==> config.mk <==
export PLATFORM = sky130hd
export DESIGN_NAME = midi_track_event_parser
export DESIGN_NICKNAME = d
export VERILOG_FILES = /design/src/design/mtep_pkg.sv /design/src/design/midi_track_event_parser.sv
export SDC_FILE = /design/constraint.sdc
export NUM_CORES = 1
export LEC_CHECK = 0
export BUFFER_PORTS_ARGS = -buffer_cell sky130_fd_sc_hd__buf_4
export CORE_UTILIZATION = 54
export CTS_CLUSTER_DIAMETER = 200
export CTS_CLUSTER_SIZE = 24
export DETAILED_ROUTE_END_ITERATION = 10
export PLACE_DENSITY_LB_ADDON = 0.12
export SYNTH_ARGS = -nofsm -noshare
export SYNTH_HDL_FRONTEND = slang
export SYNTH_SLANG_ARGS = --single-unit
==> constraint.sdc <==
create_clock -name clk -period 16.31 [get_ports clk]
set_input_delay 0.8155 -clock clk [delete_from_list [all_inputs] [get_ports clk]]
set_output_delay 0.8155 -clock clk [all_outputs]
set_load 0.05 [all_outputs]
==> src/design/mtep_pkg.sv <==
`timescale 1ns / 1ps
`default_nettype none

package mtep_pkg;

  // Result kinds carried on the output tuser.
  typedef logic [1:0] kind_t;
  localparam kind_t KIND_SHORT   = 2'd0;
  localparam kind_t KIND_PAYLOAD = 2'd1;
  localparam kind_t KIND_END     = 2'd2;
  localparam kind_t KIND_ERROR   = 2'd3;

  // Status bytes with special handling.
  localparam logic [7:0] ST_SYSEX      = 8'hF0;
  localparam logic [7:0] ST_SONG_POS   = 8'hF2;
  localparam logic [7:0] ST_SONG_SEL   = 8'hF3;
  localparam logic [7:0] ST_SYSEX_CONT = 8'hF7;
  localparam logic [7:0] ST_META       = 8'hFF;
  localparam logic [7:0] META_TEMPO    = 8'h51;

  // Packed result width: 161 bits of fields padded to whole bytes.
  localparam int OUT_DATA_W = 168;

  // Number of data bytes that follow a status byte.
  function automatic logic [1:0] event_len(input logic [7:0] st);
    logic [1:0] len;
    len = 2'd0;
    if (st[7]) begin
      case (st[6:4])
        3'b000, 3'b001, 3'b010, 3'b011, 3'b110: len = 2'd2;
        3'b100, 3'b101: len = 2'd1;
        3'b111: begin
          if (st == ST_SONG_POS) len = 2'd2;
          else if (st == ST_SONG_SEL) len = 2'd1;
          else len = 2'd0;
        end
        default: len = 2'd0;
      endcase
    end
    return len;
  endfunction

  // Fields of one result item, minus the kind.
  typedef struct packed {
    logic [7:0]  track_index;
    logic [23:0] tempo_us;
    logic        tempo_valid;
    logic [31:0] payload_length;
    logic [7:0]  payload_byte;
    logic [31:0] event_tick;
    logic [31:0] delta_ticks;
    logic [7:0]  second_data;
    logic [7:0]  first_data;
    logic [7:0]  event_status;
  } result_t;

endpackage

`default_nettype wire

==> src/design/midi_track_event_parser.sv <==
`timescale 1ns / 1ps
`default_nettype none

// MIDI track event parser. One byte of track chunk event data enters per item and
// at most one result item leaves for it, in the cycle after acceptance; a new byte
// can be taken every cycle while no held result waits downstream. All parsing for
// a byte (delta time decode, running status, short event data, sysex and meta
// payload streaming, tempo capture) is done in combinational logic between the
// parse state registers and the output register, whose longest path is the
// 32-bit tick counter add. The output register lets a new byte enter in the cycle
// its result is taken. Set s_axis_tuser with the first byte of each track; tick
// time restarts and the track index advances. cfg_data is the tempo report enable.
module midi_track_event_parser (
  input  wire logic                              clk,
  input  wire logic                              rst,
  input  wire logic                              s_axis_tvalid,
  output logic                                   s_axis_tready,
  // [7:0] data_byte
  input  wire logic [7:0]                        s_axis_tdata,
  // [0] track_start
  input  wire logic                              s_axis_tuser,
  output logic                                   m_axis_tvalid,
  input  wire logic                              m_axis_tready,
  // [7:0] event_status, [15:8] first_data, [23:16] second_data,
  // [55:24] delta_ticks, [87:56] event_tick, [95:88] payload_byte,
  // [127:96] payload_length, [128] tempo_valid, [152:129] tempo_us,
  // [160:153] track_index, [167:161] zero
  output logic [mtep_pkg::OUT_DATA_W-1:0]        m_axis_tdata,
  // [1:0] kind
  output mtep_pkg::kind_t                        m_axis_tuser,
  input  wire logic                              cfg_valid,
  output logic                                   cfg_ready,
  input  wire logic                              cfg_data
);
  import mtep_pkg::*;

  localparam logic [2:0] PH_DELTA    = 3'd0;
  localparam logic [2:0] PH_STATUS   = 3'd1;
  localparam logic [2:0] PH_DATA     = 3'd2;
  localparam logic [2:0] PH_METATYPE = 3'd3;
  localparam logic [2:0] PH_LENGTH   = 3'd4;
  localparam logic [2:0] PH_PAYLOAD  = 3'd5;

  localparam int RES_W = $bits(result_t);

  // Parse state.
  logic        tempo_enable;
  logic [2:0]  phase, phase_next;
  logic [7:0]  running_status, running_status_next;
  logic [31:0] vlq_acc, vlq_acc_next;
  logic [31:0] delta_hold, delta_hold_next;
  logic [31:0] tick_count, tick_count_next;
  logic [7:0]  data_hold, data_hold_next;
  logic [1:0]  bytes_left_short, bytes_left_short_next;
  logic [7:0]  meta_kind, meta_kind_next;
  logic [31:0] payload_left, payload_left_next;
  logic [31:0] payload_total, payload_total_next;
  logic [23:0] tempo_acc, tempo_acc_next;
  logic [1:0]  payload_seen, payload_seen_next;
  logic [7:0]  track_number, track_number_next;

  // Output register.
  result_t     out_res, res;
  kind_t       out_kind, res_kind;
  logic        res_emit;
  logic        accept;
  logic [7:0]  b;
  logic [1:0]  rs_len;
  logic        tv;

  assign s_axis_tready = !m_axis_tvalid || m_axis_tready;
  assign accept        = s_axis_tvalid && s_axis_tready;
  assign cfg_ready     = 1'b1;
  assign b             = s_axis_tdata;

  // Next state and result for the byte at the input.
  always_comb begin
    track_number_next     = track_number;
    tick_count_next       = tick_count;
    phase_next            = phase;
    vlq_acc_next          = vlq_acc;
    bytes_left_short_next = bytes_left_short;
    payload_left_next     = payload_left;
    payload_seen_next     = payload_seen;
    tempo_acc_next        = tempo_acc;
    running_status_next   = running_status;
    delta_hold_next       = delta_hold;
    data_hold_next        = data_hold;
    meta_kind_next        = meta_kind;
    payload_total_next    = payload_total;
    res_emit              = 1'b0;
    res_kind              = KIND_SHORT;
    res                   = '0;
    rs_len                = event_len(running_status);
    tv                    = 1'b0;

    // A new track restarts timing and the parse phase.
    if (s_axis_tuser) begin
      track_number_next     = track_number + 8'd1;
      tick_count_next       = '0;
      phase_next            = PH_DELTA;
      vlq_acc_next          = '0;
      bytes_left_short_next = '0;
      payload_left_next     = '0;
      payload_seen_next     = '0;
      tempo_acc_next        = '0;
    end

    case (phase_next)
      PH_DELTA: begin
        vlq_acc_next = {vlq_acc_next[24:0], b[6:0]};
        if (!b[7]) begin
          delta_hold_next = vlq_acc_next;
          tick_count_next = tick_count_next + vlq_acc_next;
          vlq_acc_next    = '0;
          phase_next      = PH_STATUS;
        end
      end
      PH_STATUS: begin
        if (b[7]) begin
          running_status_next = b;
          if (b == ST_META) begin
            phase_next = PH_METATYPE;
          end else if (b inside {ST_SYSEX, ST_SYSEX_CONT}) begin
            meta_kind_next = '0;
            vlq_acc_next   = '0;
            phase_next     = PH_LENGTH;
          end else if (event_len(b) == 2'd0) begin
            phase_next = PH_DELTA;
            res_emit   = 1'b1;
            res_kind   = KIND_SHORT;
          end else begin
            bytes_left_short_next = event_len(b);
            phase_next            = PH_DATA;
          end
        end else if (rs_len == 2'd0) begin
          // Data byte with no usable running status: drop it.
          phase_next     = PH_DELTA;
          res_emit       = 1'b1;
          res_kind       = KIND_ERROR;
          res.first_data = b;
        end else if (rs_len == 2'd1) begin
          phase_next     = PH_DELTA;
          res_emit       = 1'b1;
          res.first_data = b;
        end else begin
          data_hold_next        = b;
          bytes_left_short_next = 2'd1;
          phase_next            = PH_DATA;
        end
      end
      PH_DATA: begin
        if (rs_len == 2'd2 && bytes_left_short_next >= 2'd2) begin
          data_hold_next        = b;
          bytes_left_short_next = 2'd1;
        end else begin
          bytes_left_short_next = '0;
          phase_next            = PH_DELTA;
          res_emit              = 1'b1;
          if (rs_len == 2'd2) begin
            res.first_data  = data_hold;
            res.second_data = b;
          end else begin
            res.first_data = b;
          end
        end
      end
      PH_METATYPE: begin
        meta_kind_next = b;
        vlq_acc_next   = '0;
        phase_next     = PH_LENGTH;
      end
      PH_LENGTH: begin
        vlq_acc_next = {vlq_acc_next[24:0], b[6:0]};
        if (!b[7]) begin
          payload_total_next = vlq_acc_next;
          payload_left_next  = vlq_acc_next;
          vlq_acc_next       = '0;
          payload_seen_next  = '0;
          tempo_acc_next     = '0;
          if (payload_total_next == '0) begin
            phase_next     = PH_DELTA;
            res_emit       = 1'b1;
            res_kind       = KIND_END;
            res.first_data = meta_kind_next;
          end else begin
            phase_next = PH_PAYLOAD;
          end
        end
      end
      PH_PAYLOAD: begin
        if (payload_seen_next < 2'd3) begin
          tempo_acc_next    = {tempo_acc_next[15:0], b};
          payload_seen_next = payload_seen_next + 2'd1;
        end
        payload_left_next  = payload_left_next - 32'd1;
        res_emit           = 1'b1;
        res.first_data     = meta_kind;
        res.payload_byte   = b;
        res.payload_length = payload_total;
        if (payload_left_next != '0) begin
          res_kind = KIND_PAYLOAD;
        end else begin
          phase_next = PH_DELTA;
          res_kind   = KIND_END;
          tv = running_status == ST_META && meta_kind == META_TEMPO &&
               payload_seen_next == 2'd3 && tempo_enable;
          res.tempo_valid = tv;
          res.tempo_us    = tv ? tempo_acc_next : 24'd0;
        end
      end
      default: begin
        phase_next = PH_DELTA;
      end
    endcase

    // Fields common to every result come from the updated state.
    res.event_status = running_status_next;
    res.delta_ticks  = delta_hold_next;
    res.event_tick   = tick_count_next;
    res.track_index  = track_number_next;
  end

  // Parse state update.
  always_ff @(posedge clk) begin
    if (rst) begin
      phase            <= PH_DELTA;
      running_status   <= '0;
      vlq_acc          <= '0;
      delta_hold       <= '0;
      tick_count       <= '0;
      data_hold        <= '0;
      bytes_left_short <= '0;
      meta_kind        <= '0;
      payload_left     <= '0;
      payload_total    <= '0;
      tempo_acc        <= '0;
      payload_seen     <= '0;
      track_number     <= 8'hFF;
    end else if (accept) begin
      phase            <= phase_next;
      running_status   <= running_status_next;
      vlq_acc          <= vlq_acc_next;
      delta_hold       <= delta_hold_next;
      tick_count       <= tick_count_next;
      data_hold        <= data_hold_next;
      bytes_left_short <= bytes_left_short_next;
      meta_kind        <= meta_kind_next;
      payload_left     <= payload_left_next;
      payload_total    <= payload_total_next;
      tempo_acc        <= tempo_acc_next;
      payload_seen     <= payload_seen_next;
      track_number     <= track_number_next;
    end
  end

  // Tempo report enable.
  always_ff @(posedge clk) begin
    if (rst) begin
      tempo_enable <= 1'b1;
    end else if (cfg_valid && cfg_ready) begin
      tempo_enable <= cfg_data;
    end
  end

  // Output register; it loads whenever the downstream side can take a new item.
  always_ff @(posedge clk) begin
    if (rst) begin
      m_axis_tvalid <= 1'b0;
    end else if (s_axis_tready) begin
      m_axis_tvalid <= accept && res_emit;
    end
  end

  always_ff @(posedge clk) begin
    if (accept && res_emit && s_axis_tready) begin
      out_res  <= res;
      out_kind <= res_kind;
    end
  end

  assign m_axis_tdata = {{(OUT_DATA_W - RES_W){1'b0}}, out_res};
  assign m_axis_tuser = out_kind;

  // A tempo report only rides on the item that ends an event.
  a_tempo_on_end: assert property (@(posedge clk) disable iff (rst)
    m_axis_tvalid && out_res.tempo_valid |-> out_kind == KIND_END)
    else $error("tempo reported on an item that does not end an event");

  // A mid-payload item always belongs to an event with a nonzero length.
  a_payload_len: assert property (@(posedge clk) disable iff (rst)
    m_axis_tvalid && out_kind == KIND_PAYLOAD |-> out_res.payload_length != '0)
    else $error("payload item with zero declared length");

  // Inside a payload the parser either stays there or returns to the delta.
  a_payload_exit: assert property (@(posedge clk) disable iff (rst)
    accept && !s_axis_tuser && phase == PH_PAYLOAD |=>
      phase == PH_PAYLOAD || phase == PH_DELTA)
    else $error("payload phase left to an unexpected phase");

  // An empty output register never holds back the input.
  a_ready_when_empty: assert property (@(posedge clk) disable iff (rst)
    !m_axis_tvalid |-> s_axis_tready)
    else $error("input stalled while the output register is empty");

endmodule

`default_nettype wire
Word level (Yosys, flattened, before mapping):

Index checks and enable logic that the tools add are counted.

* bits in registers: 388
* input port bits: 15
* output and inout port bits: 173
* logic and storage cells: 197

* add/sub/neg operators: 4
* order comparisons: 2
* equality and inequality tests: 38
* muxes and demuxes: 92
* bitwise logic cells: 5
* reduce and logical (&&, ||, !) cells: 30

Operator list (number)
* $mux 32: 12
* $mux 8: 14
* $pmux 32 s3: 1
* $mux 24: 3
* $eq 8x8->1 const B: 8
* $pmux 32 s2: 1
* $mux 2: 25
* $pmux 24 s2: 1
* $add 32x32->32: 1
* $logic_not 32->1: 1
* $pmux 8 s2: 2
* $pmux 8 s4: 1
* $reduce_bool 32->1: 1
* $sub 32x1->32 const B: 1
* $eq 3x3->1 const B: 10
* $mux 3: 10
* $mux 7: 3
* $eq 3x2->1 const B: 6
* $pmux 2 s3: 3
* $pmux 3 s6: 1
* $ne 2x2->1 const B: 7
* $mux 1: 12
* $reduce_or 5->1: 2
* $eq 3x1->1 const B: 3
* 21 further kinds: 42

Depth between registers and ports, before layout:

Gate-level depths: netlist of run 1.

* depth after elaboration: 16
* mapped depth: 17
* gate-level depth less buffers: 12

Worst setup path after synthesis of run 1:

No wires, ideal clock.

* path kind: input port to flip-flop
* start point: in s_axis_tuser
* end point: reg out_res, in the netlist m_axis_tdata[0], enable pin
* arrival time: 15.460 ns
* data required time: 15.329 ns
* slack: -0.131 ns
* cell stages on the path: 9
* buffers on the path: 3
* cells stage by stage: clkbuf_1 > clkbuf_1 > clkbuf_1 > nor2b_1 > nor4_1 > and4_1 > o21a_1 > o21ai_0 > a311oi_1

* longest elaborated chain between the ends: 7

RTL lines
* start: declaration: line midi_track_event_parser.sv:21 `input wire logic s_axis_tuser,`
* $mux 32 or $mux 2 (tied branches): line midi_track_event_parser.sv:98 `if (s_axis_tuser) begin`
* $logic_not 32->1 or $ge 2x2->1 (tied branches): line midi_track_event_parser.sv:181, midi_track_event_parser.sv:153
* $mux 1 or $logic_and 1x1->1 (tied branches): line midi_track_event_parser.sv:181, midi_track_event_parser.sv:153
* $mux 1, on equally long branches: line midi_track_event_parser.sv:175, midi_track_event_parser.sv:153
* $pmux 1 s4 *: line midi_track_event_parser.sv:109 `case (phase_next)`
* $logic_and 1x1->1 * (2 in a row): line midi_track_event_parser.sv:276 `if (accept && res_emit && s_axis_tready) begin`
* end signal: assignment: line midi_track_event_parser.sv:277 `out_res <= res;`
* end: declaration: line midi_track_event_parser.sv:63 `result_t out_res, res;`

Every way passes the cells marked *; elsewhere a longest branch is shown, timed or not.
A chain may end at the register's enable or synchronous reset.

Worst setup path in the final report of run 1:

* start point: in s_axis_tuser
* end point: reg out_res, in the netlist m_axis_tdata[132], data pin

* longest elaborated chain between the ends: 9

RTL lines
* branches (longest 9 deep; another with $sub 32x1->32)

Several ways; the timed one is not identified. The select of a mux whose other input is x is not followed.

==> impl_metrics.yaml, run 1 <==
die:
  num_rows: 68
  start_util: 0.549
  io_pins: 188
  die_h_um: 190
  fp.coreArea_um2: 34600
  dieArea_um2: 36000
  die_x_um: 190
detailed_routing:
  drc: 0
  wl_per_cell_um: 20.7
  dr_total_vias: 16400
  routed_wl_um: 55400
  drtAntennaViolNets: 0
  drt-pass1-iter-count: 6
  via_per_inst: 6.16
  first_iter_violations: 1444
timing:
  drv_slew: 0
  finClkSkew_ns: 0.0210
  worst_pin_slew_ns: 1.18
  setup-violations-final: 0
  period_needed_ns: 5.17
  whs_ns: 0.455
  tns_ns: 0
  maxSlewHeadroom: 0.210
  hold_viol_final: 0
  rsz0062_at_grt: "false"
  fmax_mhz: 194
  layout_setup_ws_ns: 11.14
  min_period_over_period: 0.317
critical_path:
  cp_max_fo: 48
  timing.rr.end: "tick_count[28]"
  cp-start-kind: "input pin"
  worstPathRequired_ns: 16.69
  end_kind: "flip-flop"
  critical_path.cell_chain: "buf_4 > clkinv_1 > buf_4 > nand2_1 > ha_1 > o21ai_1 > nor4_1 > o311ai_1 > nor3_1 > nand4_2 > or4_2 > a21oi_1"
  worstSetupStartpoint: "s_axis_tuser"
  slowest_delay_ns: 1.21
  r2r_cells: 9
  rrSetupSlack_ns: 11.91
  critPathMostFrequentCell: "buf_4"
  cp_slowest_cell: "or4_2"
  reg2reg_from: "vlq_acc[0]"
  arrival_ns: 5.54
  crit_end: "m_axis_tdata[132]"
  crit_type: "input pin to flip-flop"
finish:
  utilization: 0.608
  area_growth_pct: 10.7
  fin_area_um2: 21000
  final_common_cell: "nand2_1"
  layout_common_cells: "338 x nand2_1, 232 x nor2_1, 217 x dfxtp_1, 202 x buf_4, 170 x a21oi_1"
  fin_cells: 2669
  layout-drive-gt1-share: 0.126
  antenna_cells: 0
  fillerInstances: 3011
  nets: 2252
clock_network:
  clockBufferDepth: 3
  cts_setup_buffers: 0
  postCtsResizedCells: 0
  cts_tree: "done"
  cts.clk_slew.worst_paths_ns: 0.09
  clk_latency_ns: 0.55
  numCtsBuffers: 19
  h-tree-depth: 1
  root_buffer: "clkbuf_16"
  cts_sinks: 380
  hold_buffers: 0
pwr:
  peakVddDrop_v: 0.0000801
  leakage_nw: 7.67
  power_switching_mw: 0.447
  power_mw: 1.73
  seqPwrFrac: 0.585
  power.share.clock: 0.314
  internal_power_mw: 1.28
  p_comb_frac: 0.102
  power_switching_share: 0.258
  powerDensity_nw_per_um2: 82.2
global_route:
  grt_overflow: 0
  antenna_found_initial: 0
  first_global_vias: 15000
  grt_max_degree: 165
  grt_pass1_wl_um: 86300
  global_route.usage.total: 0.303
status:
  status: "completed"
hold_path:
  min_path_cells: 2
  min_path_type: "flip-flop to flip-flop"
synth:
  yosys_warnings: 0
  synthArstFlopShare: 0
  synth_edf_count: 163
  ys_seq_area_frac: 0.486
  ys_seq_elements: 380
  ys.flop_type: "dfxtp_1"
  synthCells: 2141
  avgSynthCellArea_um2: 8.88
  synth_area_um2: 19000
  ys_types: 85
placed_design:
  port_buffers: 179
  dp_cells: 2636
  gp_congestion: 0.945
  pre_cts_ws_ns: 10.61
  dp.final_hpwl_um: 36500
  dpl_cell_area_um2: 20500
run:
  maxCapViolations: 0
critical path: cells and delay by family:
kind,cells,cell delay (ns)
buffers and inverters,3,1.12
AND/OR/NAND/NOR,5,2.21
AO/OA/AOI/OAI,3,0.79
adder cells (fa/ha/maj),1,0.55
area by class of cell:
class	count	area, um^2	area share
Clock buffer	32	546	0.0259
Inverter	38	143	0.00678
Timing Repair Buffer	204	1550	0.0736
Clock inverter	1	8.76	0.000416
Multi-Input combinational cell	1559	8990	0.427
Tap cell	455	569	0.0271
Sequential cell	380	9240	0.439
cells in the mapped netlist, types with 18 or more instances:
| library cell | n | area, um^2 |
|---|---|---|
| nand4_1 | 19 | 119 |
| xnor2_1 | 24 | 210 |
| and2_1 | 46 | 288 |
| edfxtp_1 | 163 | 4890 |
| inv_1 | 36 | 135 |
| nor3_1 | 59 | 295 |
| o21ai_0 | 85 | 425 |
| xor2_1 | 18 | 158 |
| nor4_1 | 21 | 131 |
| and3_1 | 32 | 200 |
| nor2b_1 | 59 | 369 |
| dfxtp_1 | 217 | 4340 |
| nand3_1 | 37 | 185 |
| a21oi_1 | 170 | 851 |
| nand2b_1 | 23 | 144 |
| a22oi_1 | 72 | 541 |
| nor2_1 | 234 | 878 |
| ha_1 | 34 | 425 |
| a211oi_1 | 21 | 158 |
| clkbuf_1 | 139 | 522 |
| nand2_1 | 339 | 1270 |
kinds of logic (layout without fill, tap and decap cells):
| logic type | after synthesis | count (layout) | synth area share |
|---|---|---|---|
| other cells | 2 | 8 | 0.000395 |
| compound gates | 504 | 504 | 0.171 |
| buf+inv | 208 | 275 | 0.0457 |
| mux | 26 | 26 | 0.0145 |
| fa+ha+maj | 35 | 35 | 0.0234 |
| flops | 380 | 380 | 0.486 |
| simple gates | 944 | 944 | 0.239 |
| xor+xnor | 42 | 42 | 0.0194 |
how the worst min path moves through the flow:
stage,from,end,slack [ns]
6_report,payload_total[21],payload_total[21],0.46
5_1_grt,cfg_data,tempo_enable,0.47
4_1_cts,payload_total[12],payload_total[12],0.46
3_5_place_dp,payload_total[12],payload_total[12],0.44
3_3_place_gp,tick_count[2],tick_count[2],0.44
2_1_floorplan,tick_count[26],tick_count[26],0.43
layer usage:
layer  part of all wire  track usage  vias up  routed length [um]
li1                   -            -     7703                   -
met1               0.44        0.425     7965               24100
met2               0.47        0.496      694               26100
met3              0.068       0.0360       74                3780
met4              0.026       0.0825        0                1420
met5                  0            0        -                   0
sequential cells by signal, summed over array words and instances, names as in the netlist:
name              flops
payload_left         32
delta_hold           32
tick_count           32
m_axis_tvalid         1
payload_total        32
m_axis_tuser          2
tempo_acc            24
tempo_enable          1
payload_seen          2
track_number          8
m_axis_tdata        161
meta_kind             8
bytes_left_short      1
vlq_acc              25
running_status        8
data_hold             8
phase                 3
power by group through the flow:
stage               logic, mW  registers [mW]  clock network, mW
CTS                     0.175            1.01              0.550
global placement        0.173            1.03                  0
floorplan               0.122            1.04                  0
global route            0.192            1.01              0.583
detailed placement      0.174            1.03                  0
finish                  0.176            1.01              0.543
Note: power is estimated with default switching activity, not from simulation.
==> run 2: changes to the inputs <==
- clock period: 16.31 -> 4.6 ns (I/O delays scaled with it)
==> run 2 against run 1 <==
  * Worst setup slack worse by 10 ns
  * Die area unchanged
  * First-iteration DRC count increased by 14%
  * Register-to-register slack worse by 11 ns
  * Clock skew grew 0.0087 ns
  * Critical path depth decreased by 2
  * Clock power rose to 3.5 times the previous value
  * Sequential power grew to 3.6 times the previous value
  * Critical endpoint is now tick_count[28]
  * Largest cell class unchanged
==> impl_metrics.yaml, run 2 (same netlist as run 1, synthesis figures left out) <==
detailed_routing:
  wl_per_cell_um: 20.2
  first_iter_violations: 1646
  via_per_inst: 6.11
  drt-pass1-iter-count: 7
  routed_wl_um: 54400
  met1_length_um: 23100
  wl_met2_um: 25300
  dr_total_vias: 16400
  top_layer: "met4"
  drc: 0
  drtAntennaViolNets: 0
  wl_met3_um: 4300
global_route:
  grt_overflow: 0
  global_route.usage.total: 0.299
  antenna_found_initial: 0
  grt_max_degree: 109
  grt_pass1_wl_um: 85000
  first_global_vias: 15200
pwr:
  peakVddDrop_v: 0.000325
  power_mw: 6.13
  leakage_nw: 7.78
  powerDensity_nw_per_um2: 288
placed_design:
  port_buffers: 179
  dpl_cell_area_um2: 20700
  gp_congestion: 1.06
  dp.final_hpwl_um: 35900
  pre_cts_ws_ns: 0.551
finish:
  area_growth_pct: 11.9
  antenna_cells: 0
  nets: 2271
  layout_common_cells: "337 x nand2_1, 231 x nor2_1, 217 x dfxtp_1, 217 x buf_4, 170 x a21oi_1"
  largest_register_ff_count: 161
  layout-drive-gt1-share: 0.136
  final_common_cell: "nand2_1"
  fin_area_um2: 21300
critical_path:
  r2r_cells: 10
  crit_type: "flip-flop to flip-flop"
  crit_family: "compound AO/OA/AOI/OAI gates"
  cp_max_fo: 6
  worstPathRequired_ns: 5.02
  cp-start-kind: "flip-flop"
  arrival_ns: 4.37
  worstSetupStartpoint: "vlq_acc[0]"
  rrSetupSlack_ns: 0.65
  crit_cells: 10
  reg2reg_from: "vlq_acc[0]"
  critPathMostFrequentCell: "a2111oi_0"
  end_kind: "flip-flop"
  crit_end: "tick_count[28]"
  cp_slowest_cell: "nor2b_1"
  timing.rr.end: "tick_count[28]"
  slowest_delay_ns: 0.76
  critical_path.cell_chain: "nor2b_1 > ha_1 > a2111oi_0 > a211o_1 > a21oi_1 > nor4b_1 > buf_4 > o31ai_1 > a2111oi_0 > nor2_1"
  crit_buf_inv: 1
die:
  dieArea_um2: 36000
  fp.coreArea_um2: 34600
  die_h_um: 190
  die_x_um: 190
  io_pins: 188
  num_rows: 68
  start_util: 0.549
timing:
  fmax_mhz: 253
  maxSlewHeadroom: 0.255
  min_period_over_period: 0.859
  finClkSkew_ns: 0.0297
  whs_ns: 0.0504
  hold_viol_final: 0
  worst_pin_slew_ns: 1.12
  layout_setup_ws_ns: 0.651
  drv_slew: 0
  rsz0062_at_grt: "false"
  setup-violations-final: 0
  period_needed_ns: 3.95
status:
  status: "completed"
clock_network:
  cts.clk_slew.worst_paths_ns: 0.10
  numCtsBuffers: 19
  cts_tree: "done"
  clockBufferDepth: 3
  cts_sinks: 380
  h-tree-depth: 1
  clk_latency_ns: 0.55
  root_buffer: "clkbuf_16"
  cts_setup_buffers: 0
hold_path:
  min_path_type: "input pin to flip-flop"
run:
  maxCapViolations: 0
run 2: cell count changes in the layout (fill, tap and decap cells not counted), sizes merged:
cell / before / now
dlygate4sd3: 0 / 2
buf: 204 / 221
clkbuf: 32 / 33
run 2: tightest hold or removal path: stages:
cell and delay (ns):
buf_4 0.08, inv_1 0.06, a21oi_1 0.14, nor2_1 0.04
run 2: through the flow:
step	cells	utilization	TNS (ns)
2_1_floorplan	2147	-	-259.56
3_3_place_gp	2653	0.597	0
3_5_place_dp	2653	0.597	0
4_1_cts	2689	0.614	0
5_1_grt	2689	0.614	0
6_report	2689	0.614	0
run 2: final cells by class:
type,instances,area (um^2)
clock buffer,33,549
clock inverter,1,8.76
fill,3005,13400
inverter,38,143
multi-input combinational,1559,9030
sequential,380,9240
tap,455,569
timing repair buffer,223,1720
run 2: metal layers:
metal | GRT usage | up-vias
met4 | 0.106 | 0
met5 | 0.00275 | -
met1 | 0.409 | 7822
met2 | 0.482 | 743
li1 | - | 7750
met3 | 0.0437 | 110
run 2: worst min-delay path by stage:
stage / from / end / slack, ns / cells past startpoint
after global placement: cfg_data / tempo_enable / 0.43 / 2
after global routing: m_axis_tready / m_axis_tvalid / 0.05 / 4
after floorplan: cfg_data / tempo_enable / 0.35 / 1
after CTS: m_axis_tready / m_axis_tvalid / 0.03 / 4
after detailed placement: tick_count[1] / tick_count[1] / 0.44 / 2
final: m_axis_tready / m_axis_tvalid / 0.05 / 4
run 2: timing repair:
item | CTS | global route
hold buffers | 2 | 0
gates resized for setup | 0 | 0
endpoints found under the hold margin | 1 | 0
run 2: power breakdown:
part           switching (mW)  internal (mW)  leakage, nW
Combinational           0.447          0.192         4.38
Sequential             0.0422           3.54         3.14
Clock                    1.08          0.827        0.266
Total                    1.57           4.56         7.78
==> run 3: changes to the inputs <==
- ABC_AREA: not set -> 1
==> run 3 against run 2 <==
  * Synthesized area grew 4.8%
  * Non-clock buffer count shrank 8
  * Die area grew 4.7%
  * Clock-buffer cell count is the same
  * Register-to-register slack gained 0.76 ns
  * Via count grew 15%
==> impl_metrics.yaml, run 3 <==
status:
  status: "completed"
clock_network:
  cts_setup_buffers: 0
  cts_tree: "done"
  hold_buffers: 2
  h-tree-depth: 1
  clk_latency_ns: 0.55
  root_buffer: "clkbuf_16"
  cts.clk_slew.worst_paths_ns: 0.10
  numCtsBuffers: 19
  postCtsResizedCells: 0
  cts_sinks: 380
  clockBufferDepth: 3
placed_design:
  pre_cts_ws_ns: 0.899
  gp_congestion: 0.934
  dp.final_hpwl_um: 44300
  dpl_cell_area_um2: 21600
  port_buffers: 179
detailed_routing:
  top_layer: "met4"
  drtAntennaViolNets: 0
  routed_wl_um: 63300
  met1_length_um: 27300
  drc: 0
  wl_met3_um: 4900
  drt-pass1-iter-count: 6
  wl_met2_um: 29100
  wl_per_cell_um: 19.4
  dr_total_vias: 18800
  via_per_inst: 5.76
  first_iter_violations: 1784
critical_path:
  r2r_cells: 12
  end_kind: "flip-flop"
  cp-start-kind: "input pin"
  rrSetupSlack_ns: 1.41
  arrival_ns: 3.55
  worstSetupStartpoint: "s_axis_tuser"
  reg2reg_from: "payload_left[4]"
  cp_max_fo: 32
  worstPathRequired_ns: 4.90
  timing.rr.end: "m_axis_tdata[132]"
  crit_type: "input pin to flip-flop"
die:
  num_rows: 69
  fp.coreArea_um2: 35900
  start_util: 0.554
  dieArea_um2: 37600
  die_h_um: 194
  die_x_um: 194
  io_pins: 188
synth:
  ys.flop_type: "dfxtp_1"
  synth_fa_ha_area_frac: 0.0224
  ys_seq_area_frac: 0.464
  avgSynthCellArea_um2: 7.39
  yosys.area.top_type: "edfxtp_1"
  synthCells: 2693
  synth_area_leaders: "edfxtp_1 25%, dfxtp_1 22%, nand2_1 9.6%"
  synthArstFlopShare: 0
  ys_seq_elements: 380
  synth_xor_area_frac: 0.00968
  synth_area_um2: 19900
  ys_types: 49
  synth_top_family_by_area: "simple AND/OR/NAND/NOR gates"
  synth_edf_count: 163
  synthMuxAreaShare: 0
  netlist.area_leader.share: 0.246
  synth-simple-area-share: 0.206
  synth_commonest_cells: "511 x nand2_1, 386 x inv_1, 368 x o21ai_0, 279 x nor2_1, 262 x a21oi_1"
  yosys_warnings: 0
  yosysMostFrequentCell: "nand2_1"
  synth_compound_area_frac: 0.192
global_route:
  grt_overflow: 0
  first_global_vias: 17600
  global_route.usage.total: 0.331
  grt_max_degree: 100
  grt_pass1_wl_um: 99000
  antenna_found_initial: 0
pwr:
  leakage_nw: 9.71
  power_mw: 6.70
  powerDensity_nw_per_um2: 303
  peakVddDrop_v: 0.000294
timing:
  worst_pin_slew_ns: 1.02
  min_period_over_period: 0.708
  drv_slew: 0
  finClkSkew_ns: 0.0214
  setup-violations-final: 0
  period_needed_ns: 3.26
  maxSlewHeadroom: 0.321
  rsz0062_at_grt: "false"
  fmax_mhz: 307
  tns_ns: 0
  layout_setup_ws_ns: 1.34
  hold_viol_final: 0
finish:
  regArea_um2: 9240
  largest_register_ff_count: 161
  layout-drive-gt1-share: 0.103
  fillerInstances: 3278
  final_common_cell: "nand2_1"
  fin_area_um2: 22100
  area_growth_pct: 11.2
  utilization: 0.616
  layout_common_cells: "508 x nand2_1, 383 x inv_1, 367 x o21ai_0, 279 x nor2_1, 262 x a21oi_1"
  multi_input_area_um2: 8620
  nets: 2838
hold_path:
  min_to: "m_axis_tvalid"
  min_from: "m_axis_tready"
  min_path_cells: 4
  min_path_type: "input pin to flip-flop"
run:
  maxCapViolations: 0
## run 3: cell types whose count changed after synthesis, sizes merged, moves of 22 or more
cell | previous run | this run
a21oi | 174 | 262
a22oi | 72 | 9
and2 | 46 | 1
and3 | 32 | 0
clkbuf | 140 | 118
inv | 36 | 391
nand2 | 339 | 513
nand2b | 23 | 0
nand3 | 37 | 103
nor2 | 250 | 306
nor2b | 59 | 0
nor3 | 61 | 28
o21ai | 91 | 373
## run 3: kinds of logic after synthesis
group,after synthesis
AND/OR/NAND/NOR,994
other,2
flip-flops,380
AO/OA/AOI/OAI,719
XOR/XNOR,22
buffers and inverters,541
adder cells (fa/ha/maj),35
## run 3: critical path, stage by stage
cell,delay [ns]
buf_4,0.23
inv_2,0.51
nand2_1,0.38
inv_1,0.39
ha_1,0.28
nand2_1,0.12
nor2_1,0.12
inv_1,0.06
nor3_1,0.33
nand3_1,0.15
nand3_1,0.15
nand2_1,0.09
nand4_1,0.08
nand3_1,0.09
o21ai_0,0.23
inv_1,0.09
## run 3: layout make-up
class | count | area share
clock buffers | 33 | 0.0248
clock inverters | 1 | 0.000396
inverters | 394 | 0.0671
multi-input cells | 1778 | 0.389
flip-flops and latches | 380 | 0.417
diodes | 1 | 0.000113
repair buffers | 215 | 0.0748
well taps | 461 | 0.0261
## run 3: metrics by stage
step	hold slack, ns	cells
6_report	0.0178	3263
5_1_grt	0.0431	3262
3_5_place_dp	0.433	3226
4_1_cts	0.00423	3262
2_1_floorplan	0.330	2699
3_3_place_gp	0.428	3226
## run 3: routing by layer
| layer | GRT usage | up-vias |
|---|---|---|
| met2 | 0.540 | 850 |
| li1 | - | 9021 |
| met1 | 0.453 | 8815 |
| met5 | 0 | - |
| met4 | 0.113 | 0 |
| met3 | 0.0428 | 125 |
## run 3: how the worst max path moves through the flow
stage	to	slack [ns]	cells after the start
after floorplan	m_axis_tdata[0]	0.03	15
after global placement	m_axis_tdata[82]	0.91	16
after detailed placement	m_axis_tdata[83]	0.90	15
after CTS	m_axis_tdata[132]	1.47	12
after global routing	m_axis_tdata[87]	1.10	18
final	m_axis_tdata[82]	1.34	16
## run 3: where the power goes
group / total [mW] / internal [mW] / switching, mW
sequential: 3.68 / 3.63 / 0.0567
combinational: 1.08 / 0.296 / 0.784
clock: 1.94 / 0.828 / 1.11
